File: src/rtl/stlr_pkg.sv
`timescale 1ns / 1ps
// ----------------------------------------------------------------------------
// stlr_pkg
// Shared types, constants and the CRC step of the scan telegram receiver.
// ----------------------------------------------------------------------------
package stlr_pkg;

  // Telegram framing bytes
  localparam logic [7:0] START_BYTE = 8'h02;
  localparam logic [7:0] ADDR_BYTE  = 8'h80;
  localparam logic [7:0] CMD_BYTE   = 8'hb0;

  // CRC polynomial
  localparam logic [15:0] CRC_POLY = 16'h8005;

  // Configuration space
  localparam int unsigned APB_ADDR_W  = 3;
  localparam int unsigned MAX_DATA_W  = 14;
  localparam logic [MAX_DATA_W-1:0] MAX_DATA_RESET = 14'd802;
  localparam logic [0:0] REG_MAX_DATA = 1'b0;

  // Receive phases
  typedef enum logic [3:0] {
    PH_HUNT,
    PH_ADDR,
    PH_LEN_LO,
    PH_LEN_HI,
    PH_CMD,
    PH_CNT_LO,
    PH_CNT_HI,
    PH_DATA,
    PH_STATUS,
    PH_CRC_LO,
    PH_CRC_HI
  } phase_t;

  // Result kinds
  typedef enum logic [1:0] {
    KIND_SAMPLE   = 2'd0,
    KIND_GOOD     = 2'd1,
    KIND_CRC_ERR  = 2'd2,
    KIND_REJECTED = 2'd3
  } kind_t;

  // One result request
  typedef struct packed {
    kind_t       kind;
    logic [12:0] distance;
    logic [12:0] sample_index;
    logic [12:0] sample_count;
    logic [7:0]  scan_status;
    logic        last;
  } result_t;

  // One byte of the device CRC: shift, fold in poly, mix current and previous byte
  function automatic logic [15:0] crc_step(input logic [15:0] crc,
                                           input logic [7:0]  prev,
                                           input logic [7:0]  b);
    logic [15:0] c;
    c = {crc[14:0], 1'b0};
    if (crc[15]) begin
      c = c ^ CRC_POLY;
    end
    return c ^ {prev, b};
  endfunction

endpackage

File: src/rtl/stlr_parser.sv
`timescale 1ns / 1ps
// ----------------------------------------------------------------------------
// stlr_parser
// Telegram phase tracking, running CRC and per-byte result decode.
// ----------------------------------------------------------------------------
module stlr_parser
  import stlr_pkg::*;
(
  input  logic                  clk,
  input  logic                  rst,
  input  logic                  byte_valid,
  input  logic [7:0]            rx_byte,
  input  logic [MAX_DATA_W-1:0] max_data_bytes,
  output logic                  res_valid,
  output result_t               res
);

  phase_t      phase, phase_next;
  logic [13:0] byte_position, byte_position_next;
  logic [12:0] announced_count, announced_count_next;
  logic [15:0] running_crc, running_crc_next;
  logic [7:0]  previous_byte, previous_byte_next;
  logic [7:0]  held_low_byte, held_low_byte_next;
  logic [7:0]  held_status, held_status_next;
  logic [7:0]  received_crc_low, received_crc_low_next;

  logic [15:0] crc_fed;
  logic [12:0] count_full;
  logic [13:0] position_inc;
  logic        header_bad;

  assign crc_fed      = crc_step(running_crc, previous_byte, rx_byte);
  assign count_full   = {rx_byte[4:0], announced_count[7:0]};
  assign position_inc = byte_position + 14'd1;
  assign header_bad   = ({count_full, 1'b0} > max_data_bytes) ||
                        (held_low_byte != ADDR_BYTE) || (held_status != CMD_BYTE);

  // Next state for one byte
  always_comb begin
    phase_next            = phase;
    byte_position_next    = byte_position;
    announced_count_next  = announced_count;
    running_crc_next      = running_crc;
    previous_byte_next    = previous_byte;
    held_low_byte_next    = held_low_byte;
    held_status_next      = held_status;
    received_crc_low_next = received_crc_low;
    case (phase)
      PH_HUNT: begin
        if (rx_byte == START_BYTE) begin
          running_crc_next   = crc_step(16'h0000, 8'h00, rx_byte);
          previous_byte_next = rx_byte;
          phase_next         = PH_ADDR;
        end
      end
      PH_ADDR: begin
        running_crc_next   = crc_fed;
        previous_byte_next = rx_byte;
        held_low_byte_next = rx_byte;
        phase_next         = PH_LEN_LO;
      end
      PH_LEN_LO: begin
        running_crc_next   = crc_fed;
        previous_byte_next = rx_byte;
        phase_next         = PH_LEN_HI;
      end
      PH_LEN_HI: begin
        running_crc_next   = crc_fed;
        previous_byte_next = rx_byte;
        phase_next         = PH_CMD;
      end
      PH_CMD: begin
        running_crc_next   = crc_fed;
        previous_byte_next = rx_byte;
        held_status_next   = rx_byte;
        phase_next         = PH_CNT_LO;
      end
      PH_CNT_LO: begin
        running_crc_next     = crc_fed;
        previous_byte_next   = rx_byte;
        announced_count_next = {5'd0, rx_byte};
        phase_next           = PH_CNT_HI;
      end
      PH_CNT_HI: begin
        running_crc_next     = crc_fed;
        previous_byte_next   = rx_byte;
        announced_count_next = count_full;
        if (header_bad) begin
          phase_next = PH_HUNT;
        end else begin
          byte_position_next = '0;
          phase_next = (count_full == 13'd0) ? PH_STATUS : PH_DATA;
        end
      end
      PH_DATA: begin
        running_crc_next   = crc_fed;
        previous_byte_next = rx_byte;
        byte_position_next = position_inc;
        if (!byte_position[0]) begin
          held_low_byte_next = rx_byte;
        end else if (position_inc >= {announced_count, 1'b0}) begin
          phase_next = PH_STATUS;
        end
      end
      PH_STATUS: begin
        running_crc_next   = crc_fed;
        previous_byte_next = rx_byte;
        held_status_next   = rx_byte;
        phase_next         = PH_CRC_LO;
      end
      PH_CRC_LO: begin
        received_crc_low_next = rx_byte;
        phase_next            = PH_CRC_HI;
      end
      PH_CRC_HI: begin
        phase_next = PH_HUNT;
      end
      default: begin
        phase_next = PH_HUNT;
      end
    endcase
  end

  // Result for one byte
  always_comb begin
    res_valid = 1'b0;
    res       = '0;
    case (phase)
      PH_CNT_HI: begin
        res_valid        = byte_valid && header_bad;
        res.kind         = KIND_REJECTED;
        res.sample_count = count_full;
        res.last         = 1'b1;
      end
      PH_DATA: begin
        res_valid          = byte_valid && byte_position[0];
        res.kind           = KIND_SAMPLE;
        res.distance       = {rx_byte[4:0], held_low_byte};
        res.sample_index   = byte_position[13:1];
        res.sample_count   = announced_count;
      end
      PH_CRC_HI: begin
        res_valid        = byte_valid;
        res.kind         = ({rx_byte, received_crc_low} == running_crc) ? KIND_GOOD
                                                                         : KIND_CRC_ERR;
        res.sample_count = announced_count;
        res.scan_status  = held_status;
        res.last         = 1'b1;
      end
      default: begin
        res_valid = 1'b0;
      end
    endcase
  end

  // Advance on each accepted byte
  always_ff @(posedge clk) begin
    if (rst) begin
      phase            <= PH_HUNT;
      byte_position    <= '0;
      announced_count  <= '0;
      running_crc      <= '0;
      previous_byte    <= '0;
      held_low_byte    <= '0;
      held_status      <= '0;
      received_crc_low <= '0;
    end else if (byte_valid) begin
      phase            <= phase_next;
      byte_position    <= byte_position_next;
      announced_count  <= announced_count_next;
      running_crc      <= running_crc_next;
      previous_byte    <= previous_byte_next;
      held_low_byte    <= held_low_byte_next;
      held_status      <= held_status_next;
      received_crc_low <= received_crc_low_next;
    end
  end

endmodule

File: config.mk
export PLATFORM = sky130hd
export DESIGN_NAME = stlr_parser
export DESIGN_NICKNAME = d
export VERILOG_FILES = /design/src/rtl/stlr_pkg.sv /design/src/rtl/stlr_parser.sv
export SDC_FILE = /design/constraint.sdc
export NUM_CORES = 1
export LEC_CHECK = 0
export BUFFER_PORTS_ARGS = -buffer_cell sky130_fd_sc_hd__buf_2
export CORE_MARGIN = 2
export CORE_UTILIZATION = 40
export DETAILED_ROUTE_END_ITERATION = 16
export GPL_TIMING_DRIVEN = 0
export SETUP_SLACK_MARGIN = 0.15
export SLEW_MARGIN = 20
export SYNTH_ARGS = -nofsm -noshare
export SYNTH_HDL_FRONTEND = slang
export SYNTH_SLANG_ARGS = --single-unit
File: constraint.sdc
create_clock -name clk -period 6.8 [get_ports clk]
set_input_delay 0.68 -clock clk [delete_from_list [all_inputs] [get_ports clk]]
set_output_delay 0.68 -clock clk [all_outputs]
set_load 0.05 [all_outputs]
# After elaboration in Yosys (flattened, before gate mapping)
# Cells that the tools add are included.
[totals] ff_bits=79 latch_bits=0 mem_bits_rw=0 rom_bits=0 inputBits=25 out_inout_bits=51 word_cells=79 n_memories=0
[op_classes] n_addsub=1 mul=0 div=0 magnitude_cmp=2 eq_ne=19 shift=0 muxes=23 bitwise=3 reduce_logical=22
[op_table] operator="one-hot mux 13 bit (2 select lines)" count=2
[op_table] operator="one-hot mux 4 bit (10 select lines)" count=1
[op_table] operator="two-way mux 16 bit" count=2
[op_table] operator="one-hot mux 16 bit (2 select lines)" count=1
[op_table] operator="one-hot mux 8 bit (2 select lines)" count=2
[op_table] operator="one-hot mux 14 bit (2 select lines)" count=1
[op_table] operator="two-way mux 26 bit" count=1
[op_table] operator="two-way mux 8 bit" count=3
[op_table] operator="two-way mux 4 bit" count=5
[op_table] operator="== test 16 bit" count=1
[op_table] operator="== test 4 x 3 -> 1 bit, second input constant" count=4
[op_table] operator="inequality test 8 bit, second input constant" count=2
[op_table] operator="XOR 16 bit" count=1
[op_table] operator="adder 14 x 1 -> 14 bit, second input constant" count=1
[op_table] operator="greater-or-equal comparator 14 bit" count=1
[op_table] operator="greater-than comparator 14 bit" count=1
[op_table] operator="two-way mux 14 bit" count=1
[op_table] operator="logical NOT 13 bit" count=1
[op_table] operator="== test 4 bit, second input constant" count=3
[op_table] operator="AND reduction 3 bit" count=4
[op_table] operator="inequality test 2 bit, second input constant" count=5
[op_table] operator="== test 4 x 2 -> 1 bit, second input constant" count=2
[op_table] operator="== test 8 x 2 -> 1 bit, second input constant" count=1
[op_table] operator="nonzero test 2 bit" count=4
[op_table] operator="14 further kinds" count=20

# Depth between registers and ports, before layout
# Gate-level depths: netlist of the first run.
[depth] ltp_word=5 ltp_mapped=12 mapped_depth_nobuf=12

# Worst setup path before layout of the first run
# OpenSTA, ideal clock, no wires.
[synth_timing] kind="input -> output" from="input port max_data_bytes[9]" to="output port res_valid" arrival_time_ns=2.272 required_time_ns=6.120 setup_slack_ns=3.848 stages=8 path_buffers=0 path_cell_list="inv_1 ha_1 a41oi_1 o21ai_0 a2111oi_2 a21o_2 o21ai_0 and3_1"
[synth_via] elab_chain_len=5
[synth_lines] element="from (decl)" line="stlr_parser.sv:13" source="input logic [MAX_DATA_W-1:0] max_data_bytes,"
[synth_lines] element="greater-than comparator 14 bit" line="stlr_parser.sv:35" source="assign header_bad = ({count_full, 1'b0} > max_data_bytes) ||"
[synth_lines] element="logical OR 1 bit" line="stlr_parser.sv:35"
[synth_lines] element="logical OR 1 bit" line="stlr_parser.sv:36" source="(held_low_byte != ADDR_BYTE) || (held_status != CMD_BYTE);"
[synth_lines] element="logical AND 1 bit" line="stlr_parser.sv:130" source="res_valid = byte_valid && header_bad;"
[synth_lines] element="one-hot mux 1 bit (3 select lines)" line="stlr_parser.sv:128" source="case (phase)"
[synth_lines] element="to (decl)" line="stlr_parser.sv:14" source="output logic res_valid,"
# No other way between the ends.

# Worst setup path after layout of the first run
[layout_timing] from="register announced_count[7]" to="output port res_valid"
[layout_via] elab_chain_len=5
[layout_lines] element="from (decl)" line="stlr_parser.sv:20" source="logic [12:0] announced_count, announced_count_next;"
[layout_lines] element="from (signal assigned)" line="stlr_parser.sv:170" source="announced_count <= announced_count_next;"
[layout_lines] element="greater-than comparator 14 bit" line="stlr_parser.sv:35"
[layout_lines] element="logical OR 1 bit" line="stlr_parser.sv:35"
[layout_lines] element="logical OR 1 bit" line="stlr_parser.sv:36"
[layout_lines] element="logical AND 1 bit" line="stlr_parser.sv:130"
[layout_lines] element="one-hot mux 1 bit (3 select lines)" line="stlr_parser.sv:128"
# No other way between the ends.

==> flow_summary.json, run 1 <==
{
  "cts_repair_resize_count": 0,
  "pin_count_of_the_biggest_net_entering_global_routing": 15,
  "status": "finished, final reports clean",
  "critPathLaunchType": "flop",
  "core.rowCount": 40,
  "antenna_left": 0,
  "worst-slew-pin-transition_ps": 1040,
  "synth_top_cells_by_area": "dfxtp_1 (32%), ha_1 (6.8%), mux2i_1 (5.9%)",
  "clock_skew_ps": 4.56,
  "clk_lat_worst_skew_ps": 340,
  "floorplan.initialDensity_pct": 41.1,
  "critical_path_fanout_max": 5,
  "worst_slack_ps": 3390,
  "multiInputGateArea_um2": 3040,
  "seqCellArea_um2": 1580,
  "post-route-period-util_pct": 50.1,
  "drt_pre_antenna_iters": 5,
  "port_buffers": 71,
  "synthesis.nets": 665,
  "final.min_clock_period_ps": 3410,
  "synth_sequential_area_ratio_pct": 32.1,
  "ctsHtreeMaxLevel": 3,
  "crit_path_end_kind": "output port",
  "total_leakage_power_nw": 2.71,
  "top_signal_layer_used": "met4",
  "hold-worst-slack_ps": 471,
  "dieArea_um2": 13200,
  "synth_cell_types": 53,
  "globalRouteTotalUtil_pct": 21.6,
  "first_iter_violations": 351,
  "final-setup-viol-count": 0,
  "design.core.area_um2": 12000,
  "wirelength_met1_mm": 6.50,
  "edff_count_synth": 0,
  "setup_total_negative_slack_ps": 0,
  "path_cells": "ha_1, a41oi_1, o21ai_0, a2111oi_2, a21o_2, o21ai_0, and3_1, buf_2",
  "route.final.wire_length_mm": 14.1,
  "cts_tree": "yes",
  "finalNetCount": 747,
  "dr_vias": 4682,
  "final-hold-violation-count": 0,
  "cp_common_cell": "o21ai_0",
  "synthesis.area_per_instance_um2": 8.05,
  "timing.critical_path.required_ps": 6120,
  "rsz0062_at_grt": "false",
  "postSynth.topFlopCell": "dfxtp_1",
  "synth_top_area_share_pct": 32.1,
  "post_synth_instance_area_um2": 4930,
  "yosysWarningCount": 0,
  "grt_antenna_before_repair": 0,
  "synthArstFlopShare_pct": 0,
  "pre_cts_ws_ps": 3430,
  "critical_path.slowest_cell": "dfxtp_1",
  "critical-path-top-delay-family": "compound AO/OA/AOI/OAI gates",
  "met3WireLength_um": 609,
  "gr_ovfl_total": 0,
  "cap_violations": 0,
  "cp.buffers_inverters": 1,
  "post-route-cell-area_um2": 5820,
  "arrival_ps": 2730,
  "synth_largest_area_cell": "dfxtp_1",
  "num_io_pins": 76,
  "routed_len_inst_um": 16.6,
  "timing_max_transition_violations_final": 0,
  "synth-seq-cells": 79,
  "cts_hold_buf": 0,
  "worstHoldPathType": "flop to flop",
  "max_slew_margin_pct": 30.3,
  "post_synth_inst_count": 613,
  "cts_root_buf": "clkbuf_16",
  "drc": 0,
  "number_of_vias_per_cell": 5.53,
  "post_cts_setup_buffer_count": 0,
  "die_y_um": 115,
  "clock-sinks": 79,
  "grt_first_pass_wirelength_mm": 22.4,
  "vdd_ir_drop_max_mv": 0.125,
  "gp_congestion": 0.897,
  "clock_tree.buffer_depth": 2,
  "pwr_density_cell_nw_per_um2": 204,
  "crit_type": "flop to output port",
  "floorplan.die.width_um": 115,
  "vias_in_the_first_global_route": 4380,
  "maxClockFrequency_mhz": 293,
  "placement.cell_area_um2": 5470,
  "cts_buffers": 9,
  "clkSlewWorstSetupHoldPaths_ps": 60,
  "dp.final_hpwl_mm": 10.5,
  "layout-drive-gt1-share_pct": 16.9,
  "layout-area-overhead-vs-synth_pct": 17.9,
  "cp_slowest_stage_delay_ps": 490,
  "length_of_routed_met2_wiring_mm": 6.87,
  "antennaDiodeCount": 0,
  "nFillCells": 1232
}
[Yosys cell counts, types with 2 or more instances]
library cell,n
nor3_2,2
buf_2,11
a211oi_1,5
and3_1,33
xor2_1,31
a21boi_0,2
a21o_1,2
or3_1,2
dfxtp_1,79
mux2i_1,29
a211oi_2,8
buf_1,2
a21oi_1,47
nand4_1,7
nor4_2,2
nand3b_1,2
inv_1,31
nor2_1,65
nand2_1,57
nand3_1,20
clkbuf_1,26
o21ai_0,15
and2_1,19
nor2b_1,2
nor4_1,9
o21a_1,9
nand2b_1,4
buf_6,3
o31ai_1,2
nor3_1,13
xnor2_1,15
a311o_1,2
or4_1,2
ha_1,27
a22oi_1,6
a22o_1,5
[path summary, 6_finish.rpt]
check	cells after the start	slack, ps	endpoint	start
hold reg to reg	2	470	previous_byte[7]$_SDFFE_PP0P_	previous_byte[7]$_SDFFE_PP0P_
setup / recovery	8	3390	res_valid	announced_count[7]$_SDFFE_PP0P_
hold / removal	2	470	previous_byte[7]$_SDFFE_PP0P_	previous_byte[7]$_SDFFE_PP0P_
setup reg to reg	11	3480	phase[0]$_SDFFE_PP0P_	byte_position[0]$_SDFFE_PP0P_
[routing by layer]
layer  track usage (%)  vias up
met5                 0        -
met4              5.14        0
met3              3.80       12
met2              36.4      114
met1              28.7     2254
li1                  -     2302
[metrics by stage]
stage / instances / power (mW) / utilization (%)
5_1_grt: 847 / 1.23 / 48.4
4_1_cts: 847 / 1.20 / 48.4
3_5_place_dp: 831 / 0.634 / 45.6
3_3_place_gp: 831 / 0.630 / 45.6
2_1_floorplan: 613 / 0.593 / -
6_report: 847 / 1.19 / 48.4
[tightest hold or removal path, stage by stage (launching register included)]
cell and delay [ps]:
dfxtp_1 320, nand2_1 50, a21oi_1 50
[cell type report]
class,count,share of cell area (%)
flip-flops and latches,79,27.2
multi-input cells,460,52.2
well taps,147,3.16
plain buffers,43,3.42
repair buffers,71,6.11
clock inverters,6,2.00
clock buffers,10,3.94
inverters,31,2.00
[flip-flops by register name (all words and copies together), names as in the netlist]
register / flops
phase: 4
received_crc_low: 8
byte_position: 14
previous_byte: 8
held_low_byte: 8
announced_count: 13
held_status: 8
running_crc: 16
[power breakdown]
group / internal [mW] / switching [mW] / total [mW]
sequential: 0.476 / 0.0112 / 0.487
combinational: 0.0496 / 0.0890 / 0.139
clock: 0.362 / 0.201 / 0.563
total: 0.887 / 0.302 / 1.19
[layout by cell type (no fill, tap or decap), types with 4 or more instances in the layout]
| cell type | n |
|---|---|
| buf_2 | 82 |
| dfxtp_1 | 79 |
| nor2_1 | 65 |
| nand2_1 | 57 |
| a21oi_1 | 47 |
| and3_1 | 33 |
| inv_1 | 31 |
| xor2_1 | 31 |
| mux2i_1 | 29 |
| clkbuf_1 | 27 |
| ha_1 | 27 |
| nand3_1 | 20 |
| and2_1 | 19 |
| xnor2_1 | 15 |
| o21ai_0 | 15 |
| nor3_1 | 13 |
| nor4_1 | 9 |
| o21a_1 | 9 |
| clkbuf_16 | 9 |
| a211oi_2 | 8 |
| nand4_1 | 7 |
| a22oi_1 | 6 |
| a22o_1 | 5 |
| a211oi_1 | 5 |
| nand2b_1 | 4 |
[cell families after synthesis]
| family | count (synthesis) | synth area share, % |
|---|---|---|
| buffers and inverters | 74 | 6.39 |
| flip-flops | 79 | 32.1 |
| AO/OA/AOI/OAI | 115 | 16.0 |
| AND/OR/NAND/NOR | 243 | 24.7 |
| XOR/XNOR | 46 | 8.17 |
| multiplexers | 29 | 5.88 |
| adder cells (fa/ha/maj) | 27 | 6.85 |
Note: power is estimated with default switching activity, not from simulation.
==> inputs of run 2 (changes only) <==
clock period = 3.3 ns   (was 6.8 ns; I/O delays follow)
==> run 2 against run 1 <==
Net effect: first-iteration DRC count up 0.57%; sequential cell count stayed put; combinational power increased by 110%; largest power group unchanged; power rose by 110%; setup slack got worse by 3100 ps; clock skew hardly changed; non-clock buffer count rose by 4.
==> flow_summary.json, run 2 (synthesis gave the netlist of run 1 again) <==
{
  "final-setup-viol-count": 0,
  "arrival_ps": 2630,
  "pin_count_of_the_biggest_net_entering_global_routing": 15,
  "seqCellArea_um2": 1580,
  "total_chip_power_mw": 2.45,
  "total_leakage_power_nw": 2.78,
  "port_buffers": 71,
  "drt_pre_antenna_iters": 8,
  "global_route.peak_usage_layer": "met2",
  "globalRouteTotalUtil_pct": 21.6,
  "cap_violations": 0,
  "critical_path_fanout_max": 5,
  "floorplan.initialDensity_pct": 41.1,
  "setup_total_negative_slack_ps": 0,
  "clock-sinks": 79,
  "cts_buffers": 9,
  "design.core.area_um2": 12000,
  "die_y_um": 115,
  "finalNetCount": 751,
  "final.min_clock_period_ps": 2960,
  "cp.buffers_inverters": 1,
  "timing_max_transition_violations_final": 0,
  "first_iter_violations": 353,
  "clkSlewWorstSetupHoldPaths_ps": 60,
  "worst-slew-pin-transition_ps": 1100,
  "core.rowCount": 40,
  "status": "finished, final reports clean",
  "critical_path.slowest_cell": "dfxtp_1",
  "gr_util_met2_pct": 36.4,
  "vias_in_the_first_global_route": 4379,
  "max_slew_margin_pct": 26.2,
  "layout-area-overhead-vs-synth_pct": 19.7,
  "post-route-period-util_pct": 89.8,
  "gr_ovfl_total": 0,
  "dp.final_hpwl_mm": 10.5,
  "clock_tree.buffer_depth": 2,
  "floorplan.die.width_um": 115,
  "critical-path-top-delay-family": "compound AO/OA/AOI/OAI gates",
  "maxClockFrequency_mhz": 337,
  "nFillCells": 1220,
  "clk_lat_worst_skew_ps": 340,
  "number_of_vias_per_cell": 5.54,
  "critPathLaunchType": "flop",
  "cp_slowest_stage_delay_ps": 470,
  "final-hold-violation-count": 0,
  "grt.met1_usage_pct": 28.7,
  "pwr_density_cell_nw_per_um2": 415,
  "largest_register": "running_crc",
  "layout-drive-gt1-share_pct": 18.6,
  "hold-worst-slack_ps": 358,
  "timing.critical_path.required_ps": 2970,
  "finish.utilization_pct": 49.2,
  "layout.cells.most_common": "buf_2",
  "grt_antenna_before_repair": 0,
  "grt_met3_use_pct": 3.80,
  "drc": 0,
  "worstHoldPathType": "input pin to flop",
  "grt_first_pass_wirelength_mm": 22.4,
  "antenna_left": 0,
  "multiInputGateArea_um2": 3090,
  "path_cells": "ha_1, a41oi_1, o21ai_0, a2111oi_2, a21o_2, o21ai_0, and3_1, buf_2",
  "vdd_ir_drop_max_mv": 0.256,
  "dieArea_um2": 13200,
  "cts_root_buf": "clkbuf_16",
  "antennaDiodeCount": 0,
  "clock_skew_ps": 4.93,
  "crit_type": "flop to output port",
  "routed_len_inst_um": 16.7,
  "cts_tree": "yes",
  "ctsHtreeMaxLevel": 3,
  "cp_common_cell": "o21ai_0",
  "largest_register_ffs": 16,
  "most_used_cells_in_the_layout_excluding_fill_and_tap_cells": "buf_2 (82), dfxtp_1 (78), nor2_1 (65)",
  "rsz0062_at_grt": "false",
  "largest_registers": "running_crc (16), byte_position (14), announced_count (13)",
  "num_io_pins": 76,
  "route.final.wire_length_mm": 14.2,
  "crit_path_end_kind": "output port",
  "gp_congestion": 0.897,
  "dr_vias": 4711
}
## run 2: path summary, 6_finish.rpt
check / startpoint / end / slack [ps] / cells past startpoint
setup / recovery: announced_count[6]$_SDFFE_PP0P_ / res_valid / 340 / 8
hold / removal: rx_byte[5] / previous_byte[5]$_SDFFE_PP0P_ / 360 / 3
setup reg to reg: byte_position[0]$_SDFFE_PP0P_ / phase[0]$_SDFFE_PP0P_ / 380 / 11
hold reg to reg: previous_byte[7]$_SDFFE_PP0P_ / previous_byte[7]$_SDFFE_PP0P_ / 470 / 2
## run 2: layout make-up
type	instances	share of cell area, %
Clock buffer	10	3.88
Timing Repair Buffer	75	6.52
Sequential cell	79	26.8
Buffer	43	3.43
Multi-Input combinational cell	460	52.3
Tap cell	147	3.11
Clock inverter	6	1.97
Inverter	31	1.97
## run 2: tightest hold or removal path, stage by stage
cell and delay [ps]:
buf_2 180, nand2_1 80, a21oi_1 50
## run 2: per-layer routing
metal | routed length (µm) | vias up
li1 | - | 2308
met1 | 6540 | 2272
met2 | 6910 | 121
met3 | 632 | 10
met4 | 114 | 0
met5 | 0 | -
## run 2: power breakdown
group | switching, mW | total [mW] | internal (mW)
clock | 0.414 | 1.16 | 0.745
sequential | 0.0230 | 1.00 | 0.980
combinational | 0.184 | 0.287 | 0.102
## run 2: stage by stage
stage                     setup slack [ps]  instances  area, µm²
after global routing                   167        851       5910
after global placement               -4.76        831       5470
final                                  337        851       5910
after detailed placement              1.37        831       5470
after CTS                              175        847       5830
after floorplan                        527        613       4930
## run 2: what timing repair did
item	CTS	global route
hold buffers	0	0
endpoints found under the setup margin	4	5
buffers inserted	0	4
pin swaps	1	3
gates resized for setup	2	12
